### config.mk
export PLATFORM = sky130hd
export DESIGN_NAME = quoted_printable_encoder_core_flat
export DESIGN_NICKNAME = d
export VERILOG_FILES = /design/src/design/qpe_pkg.sv /design/src/design/qpe_in_if.sv /design/src/design/qpe_out_if.sv /design/src/design/quoted_printable_encoder_core.sv /design/src/design/qpe_front.sv /design/src/design/qpe_fifo.sv /design/src/design/qpe_back.sv /design/src/flat_wrapper.sv
export VERILOG_INCLUDE_DIRS = /design/src /design/src/design
export SDC_FILE = /design/constraint.sdc
export NUM_CORES = 1
export LEC_CHECK = 0
export ABC_AREA = 1
export BUFFER_PORTS_ARGS = -buffer_cell sky130_fd_sc_hd__buf_2
export CAP_MARGIN = 20
export CORE_MARGIN = 5
export CORE_UTILIZATION = 61
export CTS_CLUSTER_DIAMETER = 100
export CTS_CLUSTER_SIZE = 10
export DETAILED_ROUTE_END_ITERATION = 7
export PLACE_DENSITY_LB_ADDON = 0.05
export SYNTH_ARGS = -nofsm -noshare
export SYNTH_HDL_FRONTEND = slang
export SYNTH_SLANG_ARGS = --single-unit
### constraint.sdc
create_clock -name clk -period 4.8 [get_ports clk]
set_input_delay 1.44 -clock clk [delete_from_list [all_inputs] [get_ports clk]]
set_output_delay 1.44 -clock clk [all_outputs]
set_load 0.005 [all_outputs]
### src/design/quoted_printable_encoder_core_defines.svh
// ---------------------------------------------------------------------------
// Quoted-printable encoder assertion macros
// Shared assertion wrappers; define NO_ASSERTIONS to compile them away.
// ---------------------------------------------------------------------------
`ifndef QUOTED_PRINTABLE_ENCODER_CORE_DEFINES_SVH
`define QUOTED_PRINTABLE_ENCODER_CORE_DEFINES_SVH

`ifndef NO_ASSERTIONS
// Clocked property on clk, disabled while rst is high.
`define QPE_ASSERT(lbl, prop, msg) \
  lbl: assert property (@(posedge clk) disable iff (rst) prop) else $error(msg);
// Condition that must never be true at a clock edge.
`define QPE_NEVER(lbl, cond, msg) `QPE_ASSERT(lbl, !(cond), msg)
`else
`define QPE_ASSERT(lbl, prop, msg)
`define QPE_NEVER(lbl, cond, msg)
`endif

`endif

### src/design/qpe_pkg.sv
// ---------------------------------------------------------------------------
// Quoted-printable encoder package
// Job descriptor type, character constants and small helper functions.
// ---------------------------------------------------------------------------
`default_nettype none

package qpe_pkg;

  // What the body of a job emits after the optional escaped CR and soft break.
  typedef enum logic [1:0] {
    BODY_NONE,
    BODY_PASS,
    BODY_ESC,
    BODY_CRLF
  } body_t;

  typedef struct packed {
    logic       esc_cr;  // emit =0D first
    logic       brk;     // emit soft break = CR LF next
    body_t      body;
    logic [7:0] data;
  } job_t;

  localparam logic [7:0] LIMIT_RESET = 8'd68;
  localparam logic [7:0] CH_CR       = 8'h0D;
  localparam logic [7:0] CH_LF       = 8'h0A;
  localparam logic [7:0] CH_EQ       = 8'h3D;
  localparam logic [7:0] CH_ZERO     = 8'h30;
  localparam logic [7:0] CH_D        = 8'h44;
  localparam int         QUEUE_DEPTH = 2;

  function automatic logic [7:0] hex_digit(input logic [3:0] v);
    if (v < 4'd10) begin
      return CH_ZERO + {4'b0, v};
    end else begin
      return 8'h37 + {4'b0, v};
    end
  endfunction

  function automatic logic [7:0] sat_add(input logic [7:0] c, input logic [1:0] n);
    logic [8:0] s;
    s = {1'b0, c} + {7'b0, n};
    return s[8] ? 8'hFF : s[7:0];
  endfunction

  function automatic logic is_plain(input logic [7:0] b);
    return b inside {[8'd33:8'd60], [8'd62:8'd126]};
  endfunction

  // Segments still to send: bit 0 escaped CR, bit 1 soft break, bit 2 body.
  function automatic logic [2:0] job_mask(input job_t j);
    return {j.body != BODY_NONE, j.brk, j.esc_cr};
  endfunction

endpackage

`default_nettype wire

### src/design/qpe_in_if.sv
// ---------------------------------------------------------------------------
// Quoted-printable encoder input channel
// Valid/ready channel carrying one raw byte or an end-of-stream mark.
// ---------------------------------------------------------------------------
`default_nettype none

interface qpe_in_if;
  logic       valid;
  logic       ready;
  logic       opcode;
  logic [7:0] data_byte;

  modport source(output valid, output opcode, output data_byte, input ready);
  modport sink(input valid, input opcode, input data_byte, output ready);
endinterface

`default_nettype wire

### src/design/qpe_out_if.sv
// ---------------------------------------------------------------------------
// Quoted-printable encoder output channel
// Valid/ready channel carrying one encoded byte and its last flag.
// ---------------------------------------------------------------------------
`default_nettype none

interface qpe_out_if;
  logic       valid;
  logic       ready;
  logic [7:0] out_byte;
  logic       last;

  modport source(output valid, output out_byte, output last, input ready);
  modport sink(input valid, input out_byte, input last, output ready);
endinterface

`default_nettype wire

### src/design/quoted_printable_encoder_core.sv
// Usage of quoted_printable_encoder_core:
//  in_ch  (valid/ready): opcode 0 carries a raw byte in data_byte, opcode 1
//         marks end of stream and flushes a held CR and a final soft break.
//  out_ch (valid/ready): one encoded ASCII byte per transfer; last is high on
//         the final byte caused by one input item. Items that cause no bytes
//         (a CR with no CR held or break due, an idle end of stream) give none.
//  cfg_we/cfg_wdata: write line_limit (reset 68); write only while idle.
// The first output byte of an item passes the job queue and then the output
//  register before it is valid. The back end sends one byte per cycle while
//  out_ch is not stalled; an item produces 1 byte for plain text,
//  3 for an escape, up to 9 for a held CR, a soft break and an escape.
//  Input is taken every cycle while the two-entry job queue has room.
// Reset (rst, synchronous): clears line length, held CR, queue and output.
// A stall on out_ch holds the output register; the queue then fills and
//  in_ch.ready drops.
// ---------------------------------------------------------------------------
// Quoted-printable encoder core
// Top level: line limit register, front end, job queue and back end.
// ---------------------------------------------------------------------------
`default_nettype none

module quoted_printable_encoder_core (
  input  wire logic       clk,
  input  wire logic       rst,
  input  wire logic       cfg_we,
  input  wire logic [7:0] cfg_wdata,
  qpe_in_if.sink          in_ch,
  qpe_out_if.source       out_ch
);

  // Soft break goes in before a character once the line is longer than this
  logic [7:0] line_limit;

  always_ff @(posedge clk) begin
    if (rst) begin
      line_limit <= qpe_pkg::LIMIT_RESET;
    end else if (cfg_we) begin
      line_limit <= cfg_wdata;
    end
  end

  // Job handoff between the front end and the back end
  logic          push, pop, q_full, q_not_empty;
  qpe_pkg::job_t push_job, head;

  // Classify each item and update the line state at its transfer
  qpe_front u_front (
    .clk        (clk),
    .rst        (rst),
    .line_limit (line_limit),
    .in_ch      (in_ch),
    .q_full     (q_full),
    .push       (push),
    .push_job   (push_job)
  );

  // Decouple classification from byte output
  qpe_fifo u_fifo (
    .clk       (clk),
    .rst       (rst),
    .push      (push),
    .push_job  (push_job),
    .pop       (pop),
    .full      (q_full),
    .not_empty (q_not_empty),
    .head      (head)
  );

  // Expand jobs into bytes, one transfer per cycle while out_ch is not stalled
  qpe_back u_back (
    .clk       (clk),
    .rst       (rst),
    .not_empty (q_not_empty),
    .head      (head),
    .pop       (pop),
    .out_ch    (out_ch)
  );

endmodule

`default_nettype wire

### src/design/qpe_front.sv
// ---------------------------------------------------------------------------
// Quoted-printable encoder front end
// Accepts items, tracks line length and held CR, and builds output jobs.
// ---------------------------------------------------------------------------
`default_nettype none

module qpe_front (
  input  wire logic          clk,
  input  wire logic          rst,
  input  wire logic [7:0]    line_limit,
  qpe_in_if.sink             in_ch,
  input  wire logic          q_full,
  output logic               push,
  output qpe_pkg::job_t      push_job
);

  logic       line_count, cr_pending;
  logic [7:0] line_count_r, line_count_next;
  logic       cr_pending_r;
  logic       cr_pending_next;
  logic       accept;
  logic [7:0] c0, c1;

  assign in_ch.ready = !q_full;
  assign accept      = in_ch.valid && in_ch.ready;
  assign line_count  = |line_count_r;
  assign cr_pending  = cr_pending_r;

  // Length after a held CR is flushed as =0D
  assign c0 = cr_pending_r ? qpe_pkg::sat_add(line_count_r, 2'd3) : line_count_r;

  always_comb begin
    push_job        = '0;
    push_job.body   = qpe_pkg::BODY_NONE;
    push_job.data   = in_ch.data_byte;
    line_count_next = line_count_r;
    cr_pending_next = cr_pending_r;
    c1              = c0;
    if (in_ch.opcode) begin
      push_job.esc_cr = cr_pending_r;
      push_job.brk    = c0 != 8'd0;
      line_count_next = 8'd0;
      cr_pending_next = 1'b0;
    end else if (cr_pending_r && in_ch.data_byte == qpe_pkg::CH_LF) begin
      push_job.body   = qpe_pkg::BODY_CRLF;
      line_count_next = 8'd0;
      cr_pending_next = 1'b0;
    end else begin
      push_job.esc_cr = cr_pending_r;
      push_job.brk    = c0 > line_limit;
      c1              = push_job.brk ? 8'd0 : c0;
      cr_pending_next = 1'b0;
      if (qpe_pkg::is_plain(in_ch.data_byte)) begin
        push_job.body   = qpe_pkg::BODY_PASS;
        line_count_next = qpe_pkg::sat_add(c1, 2'd1);
      end else if (in_ch.data_byte == qpe_pkg::CH_CR) begin
        line_count_next = c1;
        cr_pending_next = 1'b1;
      end else begin
        push_job.body   = qpe_pkg::BODY_ESC;
        line_count_next = qpe_pkg::sat_add(c1, 2'd3);
      end
    end
  end

  // Drop jobs that emit nothing
  assign push = accept && (qpe_pkg::job_mask(push_job) != 3'b000);

  always_ff @(posedge clk) begin
    if (rst) begin
      line_count_r <= 8'd0;
      cr_pending_r <= 1'b0;
    end else if (accept) begin
      line_count_r <= line_count_next;
      cr_pending_r <= cr_pending_next;
    end
  end

  `include "quoted_printable_encoder_core_defines.svh"

  `QPE_ASSERT(a_flush_clears, (accept && in_ch.opcode) |=> (!line_count && !cr_pending), "flush left state")

endmodule

`default_nettype wire

### src/design/qpe_fifo.sv
// ---------------------------------------------------------------------------
// Quoted-printable encoder job queue
// Two-entry queue of job descriptors between front and back end.
// ---------------------------------------------------------------------------
`default_nettype none

module qpe_fifo (
  input  wire logic          clk,
  input  wire logic          rst,
  input  wire logic          push,
  input  wire qpe_pkg::job_t push_job,
  input  wire logic          pop,
  output logic               full,
  output logic               not_empty,
  output qpe_pkg::job_t      head
);

  localparam int PTR_W = $clog2(qpe_pkg::QUEUE_DEPTH);

  qpe_pkg::job_t     mem [qpe_pkg::QUEUE_DEPTH];
  logic [PTR_W-1:0]  wr_ptr, rd_ptr;
  logic [PTR_W:0]    count;

  assign full      = count == (PTR_W + 1)'(qpe_pkg::QUEUE_DEPTH);
  assign not_empty = count != '0;
  assign head      = mem[rd_ptr];

  always_ff @(posedge clk) begin
    if (push) begin
      mem[wr_ptr] <= push_job;
    end
  end

  always_ff @(posedge clk) begin
    if (rst) begin
      wr_ptr <= '0;
      rd_ptr <= '0;
      count  <= '0;
    end else begin
      if (push) begin
        wr_ptr <= wr_ptr + 1'b1;
      end
      if (pop) begin
        rd_ptr <= rd_ptr + 1'b1;
      end
      if (push && !pop) begin
        count <= count + 1'b1;
      end else if (pop && !push) begin
        count <= count - 1'b1;
      end
    end
  end

  `include "quoted_printable_encoder_core_defines.svh"

  `QPE_NEVER(a_no_overflow, push && full, "job queue overflow")
  `QPE_NEVER(a_no_underflow, pop && !not_empty, "job queue underflow")

endmodule

`default_nettype wire

### src/design/qpe_back.sv
// ---------------------------------------------------------------------------
// Quoted-printable encoder back end
// Expands jobs into encoded bytes, one per cycle unless stalled, into an output register.
// ---------------------------------------------------------------------------
`default_nettype none

module qpe_back (
  input  wire logic          clk,
  input  wire logic          rst,
  input  wire logic          not_empty,
  input  wire qpe_pkg::job_t head,
  output logic               pop,
  qpe_out_if.source          out_ch
);

  logic          busy;
  qpe_pkg::job_t cur;
  logic [2:0]    cur_mask;
  logic [1:0]    idx;
  logic          out_valid;
  logic [7:0]    out_byte;
  logic          out_last;

  qpe_pkg::job_t src;
  logic [2:0]    src_mask, seg_bit, rest_mask;
  logic [1:0]    src_idx, seg_len;
  logic          src_valid, slot_free, emit, seg_end, final_byte;
  logic [7:0]    byte_val;

  assign src       = busy ? cur : head;
  assign src_mask  = busy ? cur_mask : qpe_pkg::job_mask(head);
  assign src_idx   = busy ? idx : 2'd0;
  assign src_valid = busy || not_empty;
  assign slot_free = !out_valid || out_ch.ready;
  assign emit      = src_valid && slot_free;
  assign pop       = emit && !busy;

  // Lowest pending segment is the one being sent
  assign seg_bit   = src_mask & (~src_mask + 3'd1);
  assign rest_mask = src_mask & ~seg_bit;

  always_comb begin
    seg_len  = 2'd3;
    byte_val = qpe_pkg::CH_EQ;
    if (seg_bit[0]) begin
      case (src_idx)
        2'd1:    byte_val = qpe_pkg::CH_ZERO;
        2'd2:    byte_val = qpe_pkg::CH_D;
        default: byte_val = qpe_pkg::CH_EQ;
      endcase
    end else if (seg_bit[1]) begin
      case (src_idx)
        2'd1:    byte_val = qpe_pkg::CH_CR;
        2'd2:    byte_val = qpe_pkg::CH_LF;
        default: byte_val = qpe_pkg::CH_EQ;
      endcase
    end else begin
      case (src.body)
        qpe_pkg::BODY_PASS: begin
          seg_len  = 2'd1;
          byte_val = src.data;
        end
        qpe_pkg::BODY_CRLF: begin
          seg_len  = 2'd2;
          byte_val = (src_idx == 2'd0) ? qpe_pkg::CH_CR : qpe_pkg::CH_LF;
        end
        qpe_pkg::BODY_ESC: begin
          case (src_idx)
            2'd1:    byte_val = qpe_pkg::hex_digit(src.data[7:4]);
            2'd2:    byte_val = qpe_pkg::hex_digit(src.data[3:0]);
            default: byte_val = qpe_pkg::CH_EQ;
          endcase
        end
        default: begin
          seg_len  = 2'd1;
          byte_val = qpe_pkg::CH_EQ;
        end
      endcase
    end
  end

  assign seg_end    = src_idx == (seg_len - 2'd1);
  assign final_byte = seg_end && (rest_mask == 3'b000);

  always_ff @(posedge clk) begin
    if (rst) begin
      busy      <= 1'b0;
      out_valid <= 1'b0;
    end else if (emit) begin
      out_valid <= 1'b1;
      busy      <= !final_byte;
    end else if (out_ch.ready) begin
      out_valid <= 1'b0;
    end
  end

  always_ff @(posedge clk) begin
    if (emit) begin
      out_byte <= byte_val;
      out_last <= final_byte;
      cur      <= src;
      cur_mask <= seg_end ? rest_mask : src_mask;
      idx      <= seg_end ? 2'd0 : src_idx + 2'd1;
    end
  end

  assign out_ch.valid    = out_valid;
  assign out_ch.out_byte = out_byte;
  assign out_ch.last     = out_last;

  `include "quoted_printable_encoder_core_defines.svh"

  `QPE_ASSERT(a_busy_has_work, busy |-> (cur_mask != 3'b000), "busy with empty job")

endmodule

`default_nettype wire
### src/flat_wrapper.sv
// flat-port wrapper written by rule: the top's interface ports become plain ports
module quoted_printable_encoder_core_flat 
  (clk, rst, cfg_we, cfg_wdata, in_ch_valid, in_ch_opcode, in_ch_data_byte, in_ch_ready, out_ch_valid, out_ch_out_byte, out_ch_last, out_ch_ready);
  qpe_in_if in_ch_i ();
  qpe_out_if out_ch_i ();
  input  wire logic clk;
  input  wire logic rst;
  input  wire logic cfg_we;
  input  wire logic [7:0] cfg_wdata;
  input wire logic [$bits(in_ch_i.valid)-1:0] in_ch_valid;
  input wire logic [$bits(in_ch_i.opcode)-1:0] in_ch_opcode;
  input wire logic [$bits(in_ch_i.data_byte)-1:0] in_ch_data_byte;
  output wire logic [$bits(in_ch_i.ready)-1:0] in_ch_ready;
  output wire logic [$bits(out_ch_i.valid)-1:0] out_ch_valid;
  output wire logic [$bits(out_ch_i.out_byte)-1:0] out_ch_out_byte;
  output wire logic [$bits(out_ch_i.last)-1:0] out_ch_last;
  input wire logic [$bits(out_ch_i.ready)-1:0] out_ch_ready;
  assign in_ch_i.valid = in_ch_valid;
  assign in_ch_i.opcode = in_ch_opcode;
  assign in_ch_i.data_byte = in_ch_data_byte;
  assign in_ch_ready = in_ch_i.ready;
  assign out_ch_valid = out_ch_i.valid;
  assign out_ch_out_byte = out_ch_i.out_byte;
  assign out_ch_last = out_ch_i.last;
  assign out_ch_i.ready = out_ch_ready;
  quoted_printable_encoder_core u_core (.clk(clk), .rst(rst), .cfg_we(cfg_we), .cfg_wdata(cfg_wdata), .in_ch(in_ch_i), .out_ch(out_ch_i));
endmodule
==> flow_summary.yaml <==
placed_design:
  port_buffers: 32
  dpl.cell_count: 682
  place_ws_ns: 0.924
  dp.final_hpwl_um: 7440
  place.gp.congestion: 0.960
  placedInstanceArea_sq_um: 4710
critical_path:
  cp_num_cells: 21
  r2r_setup_slack_ns: 1.12
  r2r-end: "u_core.u_front.line_count_r[4]"
  crit_buf_inv: 2
  worst_path_most_repeated_cell: "nand2_1"
  start_kind: "flop"
  crit_chain: "nand2_4, a21oi_4, nand2_1, nand2_1, nand3_2, ha_1, a21oi_1, nor2_1, nor2_1, nand2_1, nand2_4, inv_2, nor2_1, inv_1, ha_1, or2_2, nor2_4, xor2_1, nand2_1, nand3_1, a21oi_1"
  cp-startpoint: "u_core.u_front.cr_pending"
  cpPeakStageDelay_ns: 0.59
  critPathKind: "reg2reg"
  ff2ff_path_depth: 21
  critPathRequiredTime_ns: 5.02
  timing.rr.start: "u_core.u_front.cr_pending"
  worstPathArrival_ns: 3.91
  cp-end-kind: "flop"
  crit_family: "simple AND/OR/NAND/NOR gates"
  cp_slowest_cell: "dfxtp_1"
  cp-endpoint: "u_core.u_front.line_count_r[4]"
  crit_fanout: 14
power:
  totalPowerFinal_mw: 2.58
  ir_worst_vdd_mv: 0.230
  clockPowerShare: 0.189
  p_per_area_nw_per_um2: 525
  p_int_mw: 1.50
  switching_share: 0.417
  p_leak_nw: 2.18
  p_seq_frac: 0.379
  power_frac_comb: 0.432
  p_sw_mw: 1.07
clocking:
  cts_hold_buf: 0
  root_buffer: "clkbuf_8"
  path_clk_slew_ns: 0.08
  cts_buffers: 9
  cts_buffer_depth: 2
  clkSinkCount: 72
  postCtsSetupBuffers: 0
  cts-resized-gates: 0
  clk_latency_ns: 0.35
  cts_tree: "done"
  cts_max_level: 3
sta:
  rsz0062_at_grt: "false"
  fin_skew_ns: 0.00893
  relSlewSlack: 0.328
  slew_violations: 0
  fmax_mhz: 271
  tightest_slew_ns: 1.00
  finalSetupViolCount: 0
  hold_slack_ns: 0.466
  finalCritPeriodShare: 0.768
  setup_tns_ns: 0
  setup_ws_ns: 1.12
  finalHoldViolCount: 0
  fin_crit_ns: 3.68
finish:
  final_core_util: 0.680
  n_antenna_cell: 0
  final_nets: 635
  drive_above_1_share: 0.170
  fill_cells: 611
  postLayoutCellArea_sq_um: 4910
  syn_to_final_growth_pct: 9.74
  final_cells: 698
floorplan:
  num_rows: 31
  start_util: 0.620
  core_sq_um: 7210
  ios: 33
  fp.dieH_um: 95.6
  die_x_um: 95.6
  dieArea_sq_um: 9140
drt:
  firstDrtPassIters: 5
  totalWireLength_um: 9820
  drt_iter0_drc: 184
  wl_per_cell_um: 14.1
  ant_nets: 0
  vias: 3774
  drc: 0
  vias_per_cell: 5.41
worst_hold_path:
  hp-class: "reg2reg"
global_route:
  grt_pass1_vias: 3639
  grt_first_pass_wirelength_um: 16100
  grt_max_degree: 27
  grt_use_met3: 0.0316
  top_usage_layer: "met2"
  use_met2: 0.411
  overflow: 0
  use_met1: 0.259
  grtUsageTotal: 0.227
  antenna_found_initial: 0
logic_synthesis:
  postSynthAreaPerCell_sq_um: 8.00
  synth_fp_nets: 600
  ys_ff_latch: 72
  seq_area_frac_synth: 0.430
  yosys_warnings: 0
  ys_types: 44
  syn_inst: 559
  netlist_area_sq_um: 4470
run:
  maxCapViolCount: 0
status:
  outcome: "completed"
-- worst reg2reg max path: cells and delay by family, from the launching register on --
family,cells,cell delay (ns)
buffers and inverters,2,0.15
XOR/XNOR,1,0.19
AO/OA/AOI/OAI,3,0.43
adder cells (fa/ha/maj),2,0.54
flip-flops,1,0.59
AND/OR/NAND/NOR,13,1.66
-- cells by family after synthesis --
group	share of synthesized area
AND/OR/NAND/NOR	0.289
AO/OA/AOI/OAI	0.120
adder cells (fa/ha/maj)	0.0532
flip-flops	0.430
buffers and inverters	0.0870
XOR/XNOR	0.0213
-- worst min-delay path by stage --
stage                                 to  cells past startpoint                 start  slack (ns)
detailed placement  u_core.line_limit[1]                      2  u_core.line_limit[1]        0.46
global route        u_core.line_limit[1]                      2  u_core.line_limit[1]        0.49
finish              u_core.line_limit[7]                      2  u_core.line_limit[7]        0.47
CTS                 u_core.line_limit[7]                      2  u_core.line_limit[7]        0.47
floorplan           u_core.line_limit[7]                      2  u_core.line_limit[7]        0.43
global placement    u_core.line_limit[2]                      2  u_core.line_limit[2]        0.46
-- power groups by stage --
stage	sequential, mW	clock (mW)	combinational, mW
2_1_floorplan	0.975	0	0.841
3_3_place_gp	0.988	0	1.09
3_5_place_dp	0.993	0	1.10
4_1_cts	0.979	0.492	1.11
5_1_grt	0.992	0.523	1.26
6_report	0.977	0.486	1.11
-- metal layers --
metal	vias up	part of all wire
li1	1905	-
met1	1727	0.40
met2	112	0.52
met3	30	0.043
met4	0	0.030
met5	-	0
-- cell usage after synthesis (all sizes together) --
library cell | instances | share of area
nand2 | 150 | 0.14
inv | 86 | 0.072
nor2 | 55 | 0.058
nand3 | 51 | 0.070
edfxtp | 48 | 0.32
o21ai | 42 | 0.052
a21oi | 32 | 0.042
dfxtp | 24 | 0.11
ha | 19 | 0.053
buf | 7 | 0.012
nand4 | 6 | 0.0084
xor2 | 6 | 0.013
nor3 | 4 | 0.0067
o211ai | 4 | 0.0067
o22ai | 4 | 0.0056
or2 | 4 | 0.0056
xnor2 | 4 | 0.0078
clkbuf | 3 | 0.0025
a21boi | 2 | 0.0034
a21o | 1 | 0.0017
a22oi | 1 | 0.0017
a31oi | 1 | 0.0014
and3 | 1 | 0.0014
nor4 | 1 | 0.0014
o2111ai | 1 | 0.0020
o21bai | 1 | 0.0017
o221ai | 1 | 0.0020
-- sequential cells by signal, indices dropped and copies added (netlist names), named ones only --
signal                         count
u_core.u_back.busy                 1
u_core.u_back.idx                  2
u_core.line_limit                  8
u_core.u_fifo.count                2
u_core.u_fifo.rd_ptr               1
u_core.u_front.line_count_r        8
u_core.u_front.cr_pending          1
u_core.u_back.cur_mask             3
u_core.u_back.out_ch.valid         1
u_core.u_back.cur                 10
u_core.u_back.out_ch.out_byte      8
u_core.u_back.out_ch.last          1
u_core.u_fifo.mem                 24
u_core.u_fifo.wr_ptr               1
-- placed cells by master (no fill, tap or decap), types with 3 or more instances in the layout --
cell type / synthesis / final
o21ai_1: 11 / 11
o21ai_2: 3 / 3
clkbuf_8: 0 / 9
nand2_1: 138 / 138
buf_2: 2 / 32
nand2_2: 8 / 8
a21oi_1: 27 / 27
nand4_1: 6 / 6
nand2_4: 4 / 4
nor2_4: 6 / 6
nor2_1: 45 / 45
or2_2: 3 / 3
nand3_4: 3 / 3
dfxtp_1: 24 / 24
o22ai_1: 4 / 4
inv_1: 79 / 79
o21ai_0: 27 / 27
ha_1: 19 / 19
nand3_1: 44 / 44
a21oi_2: 4 / 4
edfxtp_1: 48 / 48
xor2_1: 5 / 5
o211ai_1: 4 / 4
xnor2_1: 4 / 4
inv_2: 7 / 7
nor2_2: 4 / 4
nand3_2: 4 / 4
-- layout make-up --
class / count / area [sq um] / share of cell area
Inverter: 86 / 323 / 0.0658
Clock inverter: 7 / 72.6 / 0.0148
Tap cell: 99 / 124 / 0.0252
Clock buffer: 9 / 124 / 0.0252
Sequential cell: 72 / 1920 / 0.392
Multi-Input combinational cell: 391 / 2170 / 0.442
Timing Repair Buffer: 34 / 175 / 0.0357
Power figures use the tool's default switching activity.
